File: config.mk
export PLATFORM = sky130hd
export DESIGN_NAME = gb2312_text_glyph_layout_core
export DESIGN_NICKNAME = d
export VERILOG_FILES = /design/src/rtl/gtgl_pkg.sv /design/src/rtl/gtgl_front.sv /design/src/rtl/gtgl_queue.sv /design/src/rtl/gtgl_back.sv /design/src/rtl/gb2312_text_glyph_layout_core.sv
export SDC_FILE = /design/constraint.sdc
export NUM_CORES = 1
export LEC_CHECK = 0
export CAP_MARGIN = 15
export CORE_MARGIN = 2
export CORE_UTILIZATION = 62
export DETAILED_ROUTE_END_ITERATION = 10
export DONT_BUFFER_PORTS = 1
export PLACE_DENSITY = 0.84
export SYNTH_ARGS = -nofsm -noshare
export SYNTH_HDL_FRONTEND = slang
export SYNTH_SLANG_ARGS = --single-unit
File: constraint.sdc
create_clock -name clk_i -period 10.5 [get_ports clk_i]
set_input_delay 0 -clock clk_i [delete_from_list [all_inputs] [get_ports clk_i]]
set_output_delay 0 -clock clk_i [all_outputs]
set_load 0.02 [all_outputs]
File: src/rtl/gtgl_pkg.sv
// ----------------------------------------------------------------------------
// gtgl_pkg: shared types and constants for the glyph layout core
// Command format between front and back, coordinate saturation, register map.
// ----------------------------------------------------------------------------
package gtgl_pkg;

  // Pen coordinate width; saturation limits follow from it
  localparam int COORD_BITS = 16;
  // Wide enough for any pen value plus an advance, up to 32-bit coordinates
  localparam int CALC_W     = 34;
  localparam int CFG_W      = 16;
  localparam int ADDR_W     = 32;
  localparam int COLOR_W    = 24;
  localparam int NOFF_W     = 12;
  localparam int GWIDTH_W   = 5;
  localparam int PADDR_W    = 5;
  localparam int PDATA_W    = 32;

  typedef logic signed [COORD_BITS-1:0] coord_t;
  typedef logic signed [CALC_W-1:0]     calc_t;

  localparam calc_t COORD_MAX = calc_t'((longint'(1) << (COORD_BITS - 1)) - 1);
  localparam calc_t COORD_MIN = calc_t'(-(longint'(1) << (COORD_BITS - 1)));

  // Text constants
  localparam logic [7:0] LEAD_MIN   = 8'd160;
  localparam logic [7:0] CODE_BIAS  = 8'd161;
  localparam logic [7:0] BYTE_NUL   = 8'd0;
  localparam logic [7:0] BYTE_LF    = 8'd10;
  localparam int         ROW_CELLS  = 94;
  localparam int         WIDE_BYTES = 24;
  localparam int         NARROW_BYTES = 12;

  // Pen movement
  localparam calc_t ADV_WIDE   = calc_t'(13);
  localparam calc_t ADV_NARROW = calc_t'(6);
  localparam calc_t LINE_STEP  = calc_t'(12);

  localparam logic [GWIDTH_W-1:0] WIDTH_WIDE   = GWIDTH_W'(16);
  localparam logic [GWIDTH_W-1:0] WIDTH_NARROW = GWIDTH_W'(8);

  // Register indexes (byte address 4*i)
  localparam logic [2:0] REG_START_X   = 3'd0;
  localparam logic [2:0] REG_START_Y   = 3'd1;
  localparam logic [2:0] REG_WIDE_BASE = 3'd2;
  localparam logic [2:0] REG_NARROW_BASE = 3'd3;
  localparam logic [2:0] REG_INK       = 3'd4;

  // Queue depth
  localparam int QDEPTH = 4;
  localparam int QPTR_W = $clog2(QDEPTH);

  typedef enum logic [1:0] {
    CMD_NARROW,
    CMD_WIDE,
    CMD_HOME,
    CMD_NEWLINE
  } cmd_kind_e;

  // One queued command; flush draws a held lead byte as narrow first
  typedef struct packed {
    cmd_kind_e           kind;
    logic                flush;
    logic [NOFF_W-1:0]   flush_off;
    logic [ADDR_W-1:0]   off;
  } cmd_t;

  typedef struct packed {
    logic signed [CFG_W-1:0] start_x;
    logic signed [CFG_W-1:0] start_y;
    logic [ADDR_W-1:0]       wide_base;
    logic [ADDR_W-1:0]       narrow_base;
    logic [COLOR_W-1:0]      ink;
  } cfg_t;

  // Pen load on a start register write; start carries the value being written
  typedef struct packed {
    logic                    load_x;
    logic                    load_y;
    logic signed [CFG_W-1:0] start;
  } cfg_load_t;

  function automatic coord_t sat_coord(calc_t v);
    if (v > COORD_MAX) begin
      return coord_t'(COORD_MAX);
    end else if (v < COORD_MIN) begin
      return coord_t'(COORD_MIN);
    end
    return coord_t'(v);
  endfunction

endpackage

File: src/rtl/gtgl_front.sv
// ----------------------------------------------------------------------------
// gtgl_front: byte intake and classification
// Holds a pending lead byte, pairs it with the next byte and precomputes
// glyph offsets, then pushes one command per byte that needs work.
// ----------------------------------------------------------------------------
module gtgl_front import gtgl_pkg::*; (
  input  logic       clk_i,
  input  logic       rst_ni,
  input  logic       in_valid_i,
  input  logic [7:0] text_byte_i,
  output logic       in_stall_o,
  input  logic       full_i,
  output logic       push_o,
  output cmd_t       cmd_o
);

  logic       held_valid_q, held_valid_d;
  logic [7:0] held_lead_q, held_lead_d;
  logic       accept;
  logic       is_lead;
  logic [ADDR_W-1:0] row_idx, col_idx;

  assign in_stall_o = full_i;
  assign accept     = in_valid_i && !full_i;
  assign is_lead    = text_byte_i >= LEAD_MIN;

  // Wide offset: (col + row*94) * 24, wrapping at 32 bits
  assign row_idx = {24'b0, held_lead_q} - ADDR_W'(CODE_BIAS);
  assign col_idx = {24'b0, text_byte_i} - ADDR_W'(CODE_BIAS);

  // Classify the byte
  always_comb begin
    held_valid_d    = held_valid_q;
    held_lead_d     = held_lead_q;
    push_o          = 1'b0;
    cmd_o.kind      = CMD_NARROW;
    cmd_o.flush     = held_valid_q;
    cmd_o.flush_off = NOFF_W'(held_lead_q) * NOFF_W'(NARROW_BYTES);
    cmd_o.off       = ADDR_W'(NOFF_W'(text_byte_i) * NOFF_W'(NARROW_BYTES));
    if (accept) begin
      held_valid_d = 1'b0;
      held_lead_d  = 8'd0;
      if (held_valid_q && is_lead) begin
        push_o      = 1'b1;
        cmd_o.kind  = CMD_WIDE;
        cmd_o.flush = 1'b0;
        cmd_o.off   = (col_idx + row_idx * ADDR_W'(ROW_CELLS)) * ADDR_W'(WIDE_BYTES);
      end else if (is_lead) begin
        // nothing held: keep the lead byte, no work yet
        held_valid_d = 1'b1;
        held_lead_d  = text_byte_i;
      end else if (text_byte_i == BYTE_NUL) begin
        push_o     = 1'b1;
        cmd_o.kind = CMD_HOME;
      end else if (text_byte_i == BYTE_LF) begin
        push_o     = 1'b1;
        cmd_o.kind = CMD_NEWLINE;
      end else begin
        push_o     = 1'b1;
        cmd_o.kind = CMD_NARROW;
      end
    end
  end

  // Hold the lead byte
  always_ff @(posedge clk_i or negedge rst_ni) begin
    if (!rst_ni) begin
      held_valid_q <= 1'b0;
      held_lead_q  <= 8'd0;
    end else begin
      held_valid_q <= held_valid_d;
      held_lead_q  <= held_lead_d;
    end
  end

endmodule

File: src/rtl/gtgl_queue.sv
// ----------------------------------------------------------------------------
// gtgl_queue: short command queue
// Decouples the byte intake from glyph emission so each side stalls alone.
// ----------------------------------------------------------------------------
module gtgl_queue import gtgl_pkg::*; (
  input  logic clk_i,
  input  logic rst_ni,
  input  logic push_i,
  input  cmd_t cmd_i,
  output logic full_o,
  input  logic pop_i,
  output logic head_valid_o,
  output cmd_t head_o
);

  cmd_t              slot_q [QDEPTH];
  logic [QPTR_W-1:0] wr_ptr_q, rd_ptr_q;
  logic [QPTR_W:0]   count_q;

  assign full_o       = count_q == (QPTR_W + 1)'(QDEPTH);
  assign head_valid_o = count_q != '0;
  assign head_o       = slot_q[rd_ptr_q];

  // Store pushed commands
  always_ff @(posedge clk_i) begin
    if (push_i) begin
      slot_q[wr_ptr_q] <= cmd_i;
    end
  end

  // Advance pointers and count
  always_ff @(posedge clk_i or negedge rst_ni) begin
    if (!rst_ni) begin
      wr_ptr_q <= '0;
      rd_ptr_q <= '0;
      count_q  <= '0;
    end else begin
      if (push_i) begin
        wr_ptr_q <= wr_ptr_q + 1'b1;
      end
      if (pop_i) begin
        rd_ptr_q <= rd_ptr_q + 1'b1;
      end
      if (push_i && !pop_i) begin
        count_q <= count_q + 1'b1;
      end else if (pop_i && !push_i) begin
        count_q <= count_q - 1'b1;
      end
    end
  end

endmodule

File: src/rtl/gtgl_back.sv
// ----------------------------------------------------------------------------
// gtgl_back: pen tracking and glyph command emission
// Executes queued commands, one glyph per cycle while the output is not stalled, into the output register.
// ----------------------------------------------------------------------------
module gtgl_back import gtgl_pkg::*; (
  input  logic                 clk_i,
  input  logic                 rst_ni,
  input  logic                 head_valid_i,
  input  cmd_t                 head_i,
  output logic                 pop_o,
  input  cfg_t                 cfg_i,
  input  cfg_load_t            load_i,
  output logic                 out_valid_o,
  input  logic                 out_stall_i,
  output coord_t               pen_x_o,
  output coord_t               pen_y_o,
  output logic [GWIDTH_W-1:0]  glyph_width_o,
  output logic [ADDR_W-1:0]    glyph_address_o,
  output logic                 is_wide_o,
  output logic [COLOR_W-1:0]   glyph_color_o,
  output logic                 last_of_run_o
);

  coord_t cur_x_q, cur_x_d, cur_y_q, cur_y_d;
  logic   pre_done_q, pre_done_d;
  logic   out_valid_q, out_valid_d;
  logic   out_free, emit, wide, last;
  logic [ADDR_W-1:0] addr;
  logic   tail_only;

  coord_t home_x, home_y, load_pos;

  assign out_free  = !out_valid_q || !out_stall_i;
  assign tail_only = head_i.kind == CMD_HOME || head_i.kind == CMD_NEWLINE;
  assign home_x    = sat_coord(calc_t'(cfg_i.start_x));
  assign home_y    = sat_coord(calc_t'(cfg_i.start_y));
  assign load_pos  = sat_coord(calc_t'(load_i.start));

  // Run the head command
  always_comb begin
    cur_x_d    = cur_x_q;
    cur_y_d    = cur_y_q;
    pre_done_d = pre_done_q;
    pop_o      = 1'b0;
    emit       = 1'b0;
    wide       = 1'b0;
    last       = 1'b1;
    addr       = cfg_i.narrow_base + ADDR_W'(head_i.flush_off);
    if (head_valid_i && head_i.flush && !pre_done_q) begin
      // draw the held lead byte on its own
      last = tail_only;
      if (out_free) begin
        emit       = 1'b1;
        pre_done_d = 1'b1;
        cur_x_d    = sat_coord(calc_t'(cur_x_q) + ADV_NARROW);
      end
    end else if (head_valid_i) begin
      case (head_i.kind)
        CMD_NARROW, CMD_WIDE: begin
          wide = head_i.kind == CMD_WIDE;
          addr = (wide ? cfg_i.wide_base : cfg_i.narrow_base) + head_i.off;
          if (out_free) begin
            emit       = 1'b1;
            pop_o      = 1'b1;
            pre_done_d = 1'b0;
            cur_x_d    = sat_coord(calc_t'(cur_x_q) + (wide ? ADV_WIDE : ADV_NARROW));
          end
        end
        CMD_HOME: begin
          pop_o      = 1'b1;
          pre_done_d = 1'b0;
          cur_x_d    = home_x;
          cur_y_d    = home_y;
        end
        CMD_NEWLINE: begin
          pop_o      = 1'b1;
          pre_done_d = 1'b0;
          if (!head_i.flush || pre_done_q) begin
            cur_x_d = home_x;
            cur_y_d = sat_coord(calc_t'(cur_y_q) + LINE_STEP);
          end
        end
        default: begin
          pop_o      = 1'b1;
          pre_done_d = 1'b0;
        end
      endcase
    end
    if (load_i.load_x) begin
      cur_x_d = load_pos;
    end
    if (load_i.load_y) begin
      cur_y_d = load_pos;
    end
  end

  // Hold or drop the output beat
  always_comb begin
    out_valid_d = out_valid_q;
    if (emit) begin
      out_valid_d = 1'b1;
    end else if (!out_stall_i) begin
      out_valid_d = 1'b0;
    end
  end

  always_ff @(posedge clk_i or negedge rst_ni) begin
    if (!rst_ni) begin
      cur_x_q     <= '0;
      cur_y_q     <= '0;
      pre_done_q  <= 1'b0;
      out_valid_q <= 1'b0;
    end else begin
      cur_x_q     <= cur_x_d;
      cur_y_q     <= cur_y_d;
      pre_done_q  <= pre_done_d;
      out_valid_q <= out_valid_d;
    end
  end

  // Load the output payload
  always_ff @(posedge clk_i) begin
    if (emit) begin
      pen_x_o         <= cur_x_q;
      pen_y_o         <= cur_y_q;
      glyph_width_o   <= wide ? WIDTH_WIDE : WIDTH_NARROW;
      glyph_address_o <= addr;
      is_wide_o       <= wide;
      glyph_color_o   <= cfg_i.ink;
      last_of_run_o   <= last;
    end
  end

  assign out_valid_o = out_valid_q;

endmodule

File: src/rtl/gb2312_text_glyph_layout_core.sv
// ----------------------------------------------------------------------------
// gb2312_text_glyph_layout_core: text to glyph command layout
// Turns a byte stream into draw commands for a 12-pixel double-byte font.
//
//   channel  handshake                  payload
//   in       in_valid_i / in_stall_o    text_byte_i
//   out      out_valid_o / out_stall_i  pen_x_o pen_y_o glyph_width_o
//                                       glyph_address_o is_wide_o
//                                       glyph_color_o last_of_run_o
//   cfg      psel penable pwrite pready paddr pwdata prdata
//
// One byte is taken per cycle while the queue is not full. A byte that
// causes two glyphs (held lead byte flushed, then an ordinary glyph) holds
// the back end for both glyphs; the four-entry command queue absorbs that.
// Reset clears the held byte, the queue and the pen; no clearing pass.
// in_stall_o rises only when the queue is full.
// ----------------------------------------------------------------------------
module gb2312_text_glyph_layout_core import gtgl_pkg::*; (
  input  logic                clk_i,
  input  logic                rst_ni,
  input  logic                psel,
  input  logic                penable,
  input  logic                pwrite,
  input  logic [PADDR_W-1:0]  paddr,
  input  logic [PDATA_W-1:0]  pwdata,
  output logic [PDATA_W-1:0]  prdata,
  output logic                pready,
  input  logic                in_valid_i,
  input  logic [7:0]          text_byte_i,
  output logic                in_stall_o,
  output logic                out_valid_o,
  input  logic                out_stall_i,
  output coord_t              pen_x_o,
  output coord_t              pen_y_o,
  output logic [GWIDTH_W-1:0] glyph_width_o,
  output logic [ADDR_W-1:0]   glyph_address_o,
  output logic                is_wide_o,
  output logic [COLOR_W-1:0]  glyph_color_o,
  output logic                last_of_run_o
);

  cfg_t      cfg_q;
  cfg_load_t load;
  logic      wr_en;
  logic [2:0] reg_idx;
  logic      push, full, pop, head_valid;
  cmd_t      cmd, head;

  assign pready  = 1'b1;
  assign wr_en   = psel && penable && pwrite && pready;
  assign reg_idx = paddr[PADDR_W-1:2];

  assign load.load_x = wr_en && reg_idx == REG_START_X;
  assign load.load_y = wr_en && reg_idx == REG_START_Y;
  assign load.start  = pwdata[CFG_W-1:0];

  // Write configuration registers
  always_ff @(posedge clk_i or negedge rst_ni) begin
    if (!rst_ni) begin
      cfg_q <= '0;
    end else if (wr_en) begin
      case (reg_idx)
        REG_START_X:     cfg_q.start_x     <= pwdata[CFG_W-1:0];
        REG_START_Y:     cfg_q.start_y     <= pwdata[CFG_W-1:0];
        REG_WIDE_BASE:   cfg_q.wide_base   <= pwdata;
        REG_NARROW_BASE: cfg_q.narrow_base <= pwdata;
        REG_INK:         cfg_q.ink         <= pwdata[COLOR_W-1:0];
        default: ;
      endcase
    end
  end

  // Read back
  always_comb begin
    case (reg_idx)
      REG_START_X:     prdata = PDATA_W'(unsigned'(cfg_q.start_x));
      REG_START_Y:     prdata = PDATA_W'(unsigned'(cfg_q.start_y));
      REG_WIDE_BASE:   prdata = cfg_q.wide_base;
      REG_NARROW_BASE: prdata = cfg_q.narrow_base;
      REG_INK:         prdata = PDATA_W'(cfg_q.ink);
      default:         prdata = '0;
    endcase
  end

  gtgl_front u_front (
    .clk_i       (clk_i),
    .rst_ni      (rst_ni),
    .in_valid_i  (in_valid_i),
    .text_byte_i (text_byte_i),
    .in_stall_o  (in_stall_o),
    .full_i      (full),
    .push_o      (push),
    .cmd_o       (cmd)
  );

  gtgl_queue u_queue (
    .clk_i        (clk_i),
    .rst_ni       (rst_ni),
    .push_i       (push),
    .cmd_i        (cmd),
    .full_o       (full),
    .pop_i        (pop),
    .head_valid_o (head_valid),
    .head_o       (head)
  );

  gtgl_back u_back (
    .clk_i           (clk_i),
    .rst_ni          (rst_ni),
    .head_valid_i    (head_valid),
    .head_i          (head),
    .pop_o           (pop),
    .cfg_i           (cfg_q),
    .load_i          (load),
    .out_valid_o     (out_valid_o),
    .out_stall_i     (out_stall_i),
    .pen_x_o         (pen_x_o),
    .pen_y_o         (pen_y_o),
    .glyph_width_o   (glyph_width_o),
    .glyph_address_o (glyph_address_o),
    .is_wide_o       (is_wide_o),
    .glyph_color_o   (glyph_color_o),
    .last_of_run_o   (last_of_run_o)
  );

endmodule

# After elaboration in Yosys (flattened, before gate mapping)
# Memories as Yosys holds them, arrays and structs flattened.
# Cells that the tools add are included.
dict set report word_totals {
  reg_bits 265
  mem_bits_rw 180
  output_inout_bits 130
  elab_cells 202
  mem_count 1
}
dict set report op_classes {
  addsub 12
  n_mul 4
  order_cmp 13
  eq_ne 17
  muxes 95
  reduce_logical 39
}
# memory depth word_bits rd rd_clocked_by_memory_dff wr line_no
set memory_table {}
lappend memory_table {u_queue.slot_q 4 45 1 0 1 gtgl_queue.sv:16} ;# cmd_t slot_q [QDEPTH];
# op count
set ops {}
lappend ops {{2-to-1 mux 16 bit} 28}
lappend ops {{2-to-1 mux 32 bit} 6}
lappend ops {{one-hot mux 32 bit (5 select lines)} 1}
lappend ops {{greater-than comparator 34 x 16 -> 1 bit (second input constant)} 3}
lappend ops {{< comparator 34 x 16 -> 1 bit (second input constant)} 3}
lappend ops {{adder 32 bit} 2}
lappend ops {{greater-than comparator 16 bit (second input constant)} 3}
lappend ops {{< comparator 16 bit (second input constant)} 3}
lappend ops {{one-hot mux 16 bit (3 select lines)} 1}
lappend ops {{2-to-1 mux 1 bit} 45}
lappend ops {{adder 32 x 12 -> 32 bit} 1}
lappend ops {{multiplier 32 x 2 -> 29 bit (second input constant)} 1}
lappend ops {{multiplier 32 x 6 -> 31 bit (second input constant)} 1}
lappend ops {{one-hot mux 16 bit (2 select lines)} 1}
lappend ops {{multiplier 8 x 2 -> 10 bit (second input constant)} 2}
lappend ops {{subtractor 8 x 8 -> 9 bit (second input constant)} 2}
lappend ops {{adder 16 x 4 -> 17 bit (second input constant)} 1}
lappend ops {{adder 16 x 5 -> 17 bit} 1}
lappend ops {{adder 16 x 5 -> 17 bit (second input constant)} 1}
lappend ops {{2-to-1 mux 8 bit} 2}
lappend ops {{logical AND 1 bit} 10}
lappend ops {{AND reduction 2 bit} 5}
lappend ops {{2-to-1 mux 3 bit} 3}
lappend ops {{nonzero test 3 bit} 3}
lappend ops {{other kinds (28)} 51}

# Logic depth before layout (Yosys ltp)
# Gate-level depths: netlist of the first run.
# An unclocked memory read counts as a cell.
dict set report depth {
  word_depth 17
  depth_mapped 40
}

# Cells and area by module
# Synthesis of the first run repeated with hierarchy kept, for this count alone.
dict set report hier_totals {
  hier_cells 2411
  hier_area_um2 27259.9
}
# mod instances cells_each area_per_inst_um2
set modules_own_cells {}
lappend modules_own_cells {gtgl_back 1 997 8967.4}
lappend modules_own_cells {gtgl_queue 1 280 7199.4}
lappend modules_own_cells {gtgl_front 1 746 5622.9}
lappend modules_own_cells {gb2312_text_glyph_layout_core 1 388 5470.2}

# Worst setup path before layout of the first run
# OpenSTA, ideal clock, no wires.
dict set report synth_path {
  path_type {reg-to-reg}
  start {register u_front.held_lead_q[2]}
  end {memory u_queue.slot_q[0][31] in the netlist's numbering (data pin)}
  setup_time_ps 167
  arrival_time_ps 8007
  t_required_ps 10333
  slack_ps 2326
  stages_incl_launch_ff 36
  path_buffers 0
  period_less_slack_ps 8174
  cell_sequence {dfrtp_1 -> inv_1 -> ha_1 -> a21boi_2 -> xnor2_1 -> inv_1 -> fa_1 -> inv_1 -> ha_1 -> fa_1 -> ha_1 -> a21o_1 -> a21oi_1 -> o21bai_1 -> a21o_1 -> a21oi_1 -> o21ai_1 -> o41a_1 -> xor2_1 -> ha_1 -> and3_1 -> o21a_1 -> o21ai_0 -> a21oi_1 -> o21ai_1 -> a21oi_1 -> o31a_1 -> o32a_1 -> ha_1 -> o2111ai_1 -> and3_1 -> and3_1 -> o41a_1 -> xor3_1 -> xnor3_1 -> nor2_1}
}
# item line_no
set synth_lines {}
lappend synth_lines {{start: declaration} gtgl_front.sv:18} ;# logic [7:0] held_lead_q, held_lead_d;
lappend synth_lines {{start signal: assignment} gtgl_front.sv:72} ;# held_lead_q <= held_lead_d;
lappend synth_lines {{end: declaration} gtgl_queue.sv:16}

==> impl_metrics.json, run 1 <==
{
  "drive_above_1_share_pct": 12.2,
  "cts_resized": 0,
  "cts_made_buffers": 43,
  "seq_area_frac_synth_pct": 46.6,
  "period_needed_ns": 9.26,
  "r2r_slack_ns": 1.24,
  "grt_use_total_pct": 30.3,
  "io_buffers": 0,
  "end_kind": "flop",
  "r2r-end": "u_queue.slot_q[0][31]",
  "io_pins": 182,
  "finalSetupViolCount": 0,
  "stdcell_count": 2935,
  "via_count": 19100,
  "cp-startpoint": "u_front.held_lead_q[0]",
  "initial_utilization_pct": 62.4,
  "drc": 0,
  "whs_ns": 0.000387,
  "grt_first_pass_wirelength_um": 105000,
  "slew_headroom_pct": 19.1,
  "yosys.area.top_type": "edfxtp_1",
  "synth-main-ff-cell": "edfxtp_1",
  "gp_congestion": 0.955,
  "fill_cells": 2869,
  "first_pass_iters": 7,
  "cts_max_level": 2,
  "reg2reg_from": "u_front.held_lead_q[0]",
  "worstPathRequired_ns": 10.88,
  "yosysTopAreaCellShare_pct": 30.3,
  "vias_per_cell": 6.52,
  "synthAdderAreaFrac_pct": 9.98,
  "grt_pass1_vias": 19200,
  "clock-root-buffer": "clkbuf_16",
  "synth_xor_area_share_pct": 5.75,
  "synth_area_leaders": "edfxtp_1, dfrtp_1, ha_1",
  "crit_cells": 38,
  "nets": 2605,
  "dp_hpwl_um": 45600,
  "cp_slowest_cell": "fa_1",
  "final_antenna_net_count": 0,
  "yosys_warnings": 0,
  "post-route-period-util_pct": 88.2,
  "synth_cells": 2320,
  "cp.arrival_ns": 9.64,
  "drt_iter0_drc": 2100,
  "syn_avg_cell_area_um2": 11.2,
  "worst_path_most_repeated_cell": "ha_1",
  "grt_max_degree": 171,
  "critical_path.max_stage_delay_ns": 0.54,
  "wl_per_cell_um": 22.4,
  "cts_tree": "done",
  "synth_compound_area_share_pct": 14.3,
  "synthDistinctLibCells": 100,
  "clk_latency_ns": 0.57,
  "die_area_um2": 43700,
  "routed_wl_um": 65700,
  "syn_area_um2": 26100,
  "fmax_mhz": 108,
  "worstRegToRegCells": 38,
  "clk_path_buf_depth": 3,
  "finalClockSkew_ns": 0.0242,
  "worstHoldPathType": "primary input to asynchronous set/reset pin",
  "maxCapViolCount": 0,
  "synthSimpleGateAreaFrac_pct": 9.87,
  "start_kind": "flop",
  "rsz0062_at_grt": "false",
  "antenna_found_initial": 1,
  "overflow": 0,
  "ys_seq_elements": 433,
  "crit_type": "flop to flop",
  "cp_num_buf_inv": 4,
  "synth-edff-count": 263,
  "drv_slew": 0,
  "status": "finished clean",
  "cts.sinks": 433,
  "ys_async_sr_fraction_pct": 39.3,
  "cp_top_family": "compound AO/OA/AOI/OAI gates",
  "clk_pin_slew_ns": 0.07,
  "dieHeight_um": 209,
  "rows": 75,
  "hold_viol_final": 0,
  "muxShareOfSynthArea_pct": 10.4,
  "area_delta_synth_final_pct": 10.0,
  "tns_ns": 0,
  "synth_top_family_by_area": "compound AO/OA/AOI/OAI gates",
  "placed_cells": 2792,
  "worstMarginPinSlew_ns": 1.21,
  "die_w_um": 209,
  "core_um2": 41800,
  "path_max_fanout": 12
}
## how the worst max path moves through the flow
stage               slack [ns]                    end
floorplan                 2.33  u_queue.slot_q[0][31]
global placement          1.45  u_queue.slot_q[0][31]
detailed placement        1.29  u_queue.slot_q[0][31]
CTS                       1.25  u_queue.slot_q[0][31]
global route              0.51  u_queue.slot_q[0][31]
finish                    1.24  u_queue.slot_q[0][31]
## per-layer routing
layer	vias to the layer above	part of all wire (%)	global-route usage [%]
li1	8608	-	-
met1	9389	41	41.0
met2	939	47	49.4
met3	193	7.9	4.91
met4	0	4.1	12.1
met5	-	0	0
## synth_stat cells (all sizes together), types with 8 or more instances
| library cell | n |
|---|---|
| o211ai | 16 |
| nand3 | 34 |
| a21o | 40 |
| edfxtp | 263 |
| nor2 | 126 |
| o21bai | 27 |
| nor2b | 14 |
| or2 | 13 |
| a31oi | 23 |
| mux2 | 134 |
| nand2b | 13 |
| and3 | 25 |
| dfrtp | 170 |
| o31ai | 9 |
| fa | 25 |
| inv | 107 |
| nor3 | 37 |
| nand4 | 11 |
| clkbuf | 55 |
| o21a | 25 |
| a21oi | 113 |
| a22oi | 36 |
| ha | 168 |
| o221ai | 8 |
| mux4 | 42 |
| xnor2 | 101 |
| a221oi | 10 |
| o21ai | 156 |
| nand2 | 249 |
| mux2i | 25 |
| a21boi | 8 |
| buf | 35 |
| nor3b | 8 |
| o22ai | 20 |
| a211oi | 24 |
| xor2 | 64 |
| and2 | 19 |
| or3 | 8 |
## state kept, by name (all words and copies together) (netlist names)
name / count
u_back.glyph_width_o: 1
u_back.cur_y_q: 16
u_back.last_of_run_o: 1
u_back.pre_done_q: 1
u_queue.slot_q: 172
u_back.pen_x_o: 16
u_front.held_lead_q: 8
u_front.held_valid_q: 1
u_back.pen_y_o: 16
u_queue.wr_ptr_q: 2
u_back.glyph_color_o: 24
u_back.out_valid_o: 1
u_back.glyph_address_o: 32
u_queue.count_q: 3
u_back.is_wide_o: 1
u_back.cur_x_q: 16
cfg_q: 120
u_queue.rd_ptr_q: 2
## logic make-up (layout without fill, tap and decap cells)
| family | Yosys count | count (layout) |
|---|---|---|
| XOR/XNOR | 167 | 167 |
| AO/OA/AOI/OAI | 559 | 559 |
| AND/OR/NAND/NOR | 568 | 568 |
| adder cells (fa/ha/maj) | 193 | 193 |
| flip-flops | 433 | 433 |
| buffers and inverters | 197 | 270 |
| other | 2 | 5 |
| multiplexers | 201 | 201 |
## worst register-to-register path: cells and delay by family, from the launching register on
kind,cells,cell delay (ns)
buf+inv,4,0.45
flops,1,0.53
simple gates,9,1.29
compound gates,14,3.27
fa+ha+maj,7,2.79
xor+xnor,4,0.76
## placed cells by master, fill, tap and decap left out, types with 8 or more instances in the layout
| cell | n |
|---|---|
| edfxtp_1 | 263 |
| nand2_1 | 247 |
| dfrtp_1 | 169 |
| ha_1 | 168 |
| nor2_1 | 122 |
| a21oi_1 | 109 |
| mux2_2 | 107 |
| inv_1 | 105 |
| xnor2_1 | 101 |
| o21ai_0 | 95 |
| xor2_1 | 63 |
| dlygate4sd3_1 | 61 |
| o21ai_1 | 59 |
| clkbuf_16 | 47 |
| mux4_2 | 42 |
| a21o_1 | 40 |
| a22oi_1 | 36 |
| nand3_1 | 34 |
| nor3_1 | 34 |
| o21bai_1 | 27 |
| mux2_1 | 27 |
| and3_1 | 25 |
| mux2i_1 | 25 |
| fa_1 | 25 |
| o21a_1 | 24 |
| a31oi_1 | 21 |
| a211oi_1 | 21 |
| buf_4 | 21 |
| o22ai_1 | 20 |
| o211ai_1 | 15 |
| and2_1 | 14 |
| nor2b_1 | 14 |
| nand2b_1 | 13 |
| nand4_1 | 10 |
| a221oi_1 | 10 |
| or3_1 | 8 |
| nor3b_1 | 8 |
## stage by stage
stage / area, µm² / utilization (%) / setup slack, ns
floorplan: 26100 / - / 2.33
global placement: 26600 / 63.6 / 1.45
detailed placement: 26600 / 63.6 / 1.29
CTS: 28700 / 68.7 / 1.25
global route: 28700 / 68.7 / 0.505
finish: 28700 / 68.7 / 1.24
## area by class of cell
cell class | instances | area, µm² | area share (%)
multi-input cells | 1692 | 13200 | 45.9
clock buffers | 56 | 1230 | 4.29
flip-flops and latches | 433 | 12200 | 42.3
diodes | 1 | 2.50 | 0.00872
inverters | 107 | 407 | 1.42
well taps | 539 | 674 | 2.35
repair buffers | 83 | 796 | 2.77
clock inverters | 24 | 251 | 0.876
## timing repair
action	in CTS	in global routing
buffers inserted	0	0
endpoints found under the hold margin	341	0
hold buffers	62	0
Power of run 1 is not shown: default switching activity piles up to over one toggle a cycle in this logic, so the estimate is an artifact.
==> inputs of run 2 (changes only) <==
Settings changed: BUFFER_PORTS_ARGS set to -buffer_cell sky130_fd_sc_hd__buf_2, DONT_BUFFER_PORTS 1 to unset, PLACE_DENSITY 0.84 to 0.88.
==> run 2 against run 1 <==
Design area increased by 2.7%. Clock-buffer cell count decreased by 6. Flip-flop and latch count is the same. Via count up 5.7%. Die area did not move. Clock skew rose by 0.0093 ns. Core utilization is 1.9 points higher. Critical path depth shrank 1. Register-to-register slack lost 0.13 ns. Hold slack better by 0.017 ns. Cell count grew 5.6%. Fmax is 1.4% lower.
==> impl_metrics.json, run 2 (synthesis results as in run 1) <==
{
  "topRoutingLayerUsed": "met4",
  "stdcell_count": 3098,
  "path_max_fanout": 12,
  "layout_common_cells": "edfxtp_1, nand2_1, buf_2",
  "gp_congestion": 0.972,
  "routed-wl-met2_um": 32800,
  "worstHoldPathType": "primary input to flop",
  "routed_wl_um": 69500,
  "tns_ns": 0,
  "maxCapViolCount": 0,
  "start_kind": "flop",
  "nets": 2768,
  "post-route-period-util_pct": 89.4,
  "largest_reg_flops": 172,
  "m1WireLength_um": 27000,
  "placed_cells": 2970,
  "wl_met3_um": 6530,
  "finalClockSkew_ns": 0.0335,
  "via_count": 20200,
  "cts_made_buffers": 45,
  "rsz0062_at_grt": "false",
  "drive_above_1_share_pct": 18.8,
  "crit_type": "flop to flop",
  "drv_slew": 0,
  "clock-root-buffer": "clkbuf_16",
  "drt_iter0_drc": 2251,
  "fill_cells": 2716,
  "grt_pass1_vias": 20000,
  "period_needed_ns": 9.39,
  "largest_register": "u_queue.slot_q",
  "die_w_um": 209,
  "vias_per_cell": 6.52,
  "fmax_mhz": 106,
  "antenna_found_initial": 0,
  "diodes": 0,
  "clk_pin_slew_ns": 0.06,
  "grt_max_degree": 94,
  "drc": 0,
  "cts_max_level": 2,
  "worstMarginPinSlew_ns": 1.18,
  "clk_path_buf_depth": 3,
  "dp_hpwl_um": 46500,
  "final_common_cell": "edfxtp_1",
  "critical_path.max_stage_delay_ns": 0.54,
  "status": "finished clean",
  "worst_path_most_repeated_cell": "ha_1",
  "dieHeight_um": 209,
  "worstPathRequired_ns": 10.88,
  "hold_viol_final": 0,
  "final_antenna_net_count": 0,
  "finalSetupViolCount": 0,
  "slew_headroom_pct": 21.0,
  "rows": 75,
  "overflow": 0,
  "core_um2": 41800,
  "grt_use_total_pct": 31.7,
  "area_delta_synth_final_pct": 13.1,
  "cts.sinks": 433,
  "cp.arrival_ns": 9.77,
  "io_pins": 182,
  "largest_registers": "u_queue.slot_q x172, cfg_q x120, u_back.glyph_address_o x32",
  "die_area_um2": 43700,
  "first_pass_iters": 9,
  "io_buffers": 175,
  "initial_utilization_pct": 62.4,
  "whs_ns": 0.0177,
  "grt_first_pass_wirelength_um": 109000,
  "cts_tree": "done",
  "clk_latency_ns": 0.58,
  "wl_per_cell_um": 22.4,
  "cp_slowest_cell": "fa_1",
  "end_kind": "flop"
}
[run 2: path summary, 6_finish.rpt]
check,slack [ns],cells after the start,to,from
setup / recovery,1.11,37,u_queue.slot_q[3][31],u_front.held_lead_q[0]
hold / removal,0.02,3,u_front.held_valid_q,in_valid_i
setup reg to reg,1.11,37,u_queue.slot_q[3][31],u_front.held_lead_q[0]
hold reg to reg,0.47,0,u_back.glyph_color_o[17],cfg_q[17]
max in group asynchronous,8.73,3,cfg_q[23],rst_ni
min in group asynchronous,0.08,2,u_front.held_lead_q[7],rst_ni
[run 2: stage by stage]
| stage | setup WS, ns | instance area (µm²) | utilization [%] |
|---|---|---|---|
| 2_1_floorplan | 2.33 | 26100 | - |
| 3_3_place_gp | 1.49 | 27500 | 65.8 |
| 3_5_place_dp | 1.25 | 27500 | 65.8 |
| 4_1_cts | 1.19 | 29500 | 70.6 |
| 5_1_grt | 0.382 | 29500 | 70.6 |
| 6_report | 1.11 | 29500 | 70.6 |
[run 2: metal layers]
metal	up-vias	GRT usage [%]
li1	8946	-
met1	9825	41.7
met2	1194	52.3
met3	245	5.73
met4	0	13.2
met5	-	0
[run 2: final cells by class]
type | count | area [µm²] | share of cell area [%]
clock buffer | 50 | 1210 | 4.10
clock inverter | 33 | 350 | 1.19
inverter | 107 | 407 | 1.38
multi-input combinational | 1692 | 13200 | 44.7
sequential | 433 | 12200 | 41.2
tap | 539 | 674 | 2.29
timing repair buffer | 244 | 1520 | 5.15
[run 2: critical path: cells and delay by family (launching register included)]
kind | cells | cell delay [ns]
AO/OA/AOI/OAI | 14 | 3.29
adder cells (fa/ha/maj) | 7 | 2.72
AND/OR/NAND/NOR | 8 | 1.38
XOR/XNOR | 4 | 0.82
flip-flops | 1 | 0.53
buffers and inverters | 4 | 0.46
[run 2: what timing repair did]
item                                   4_1_cts  5_1_grt
gates resized for setup                      0        0
hold buffers                                44        0
endpoints found under the hold margin      258        0
setup buffers                                0        0
Power of run 2 is left out for the same reason.
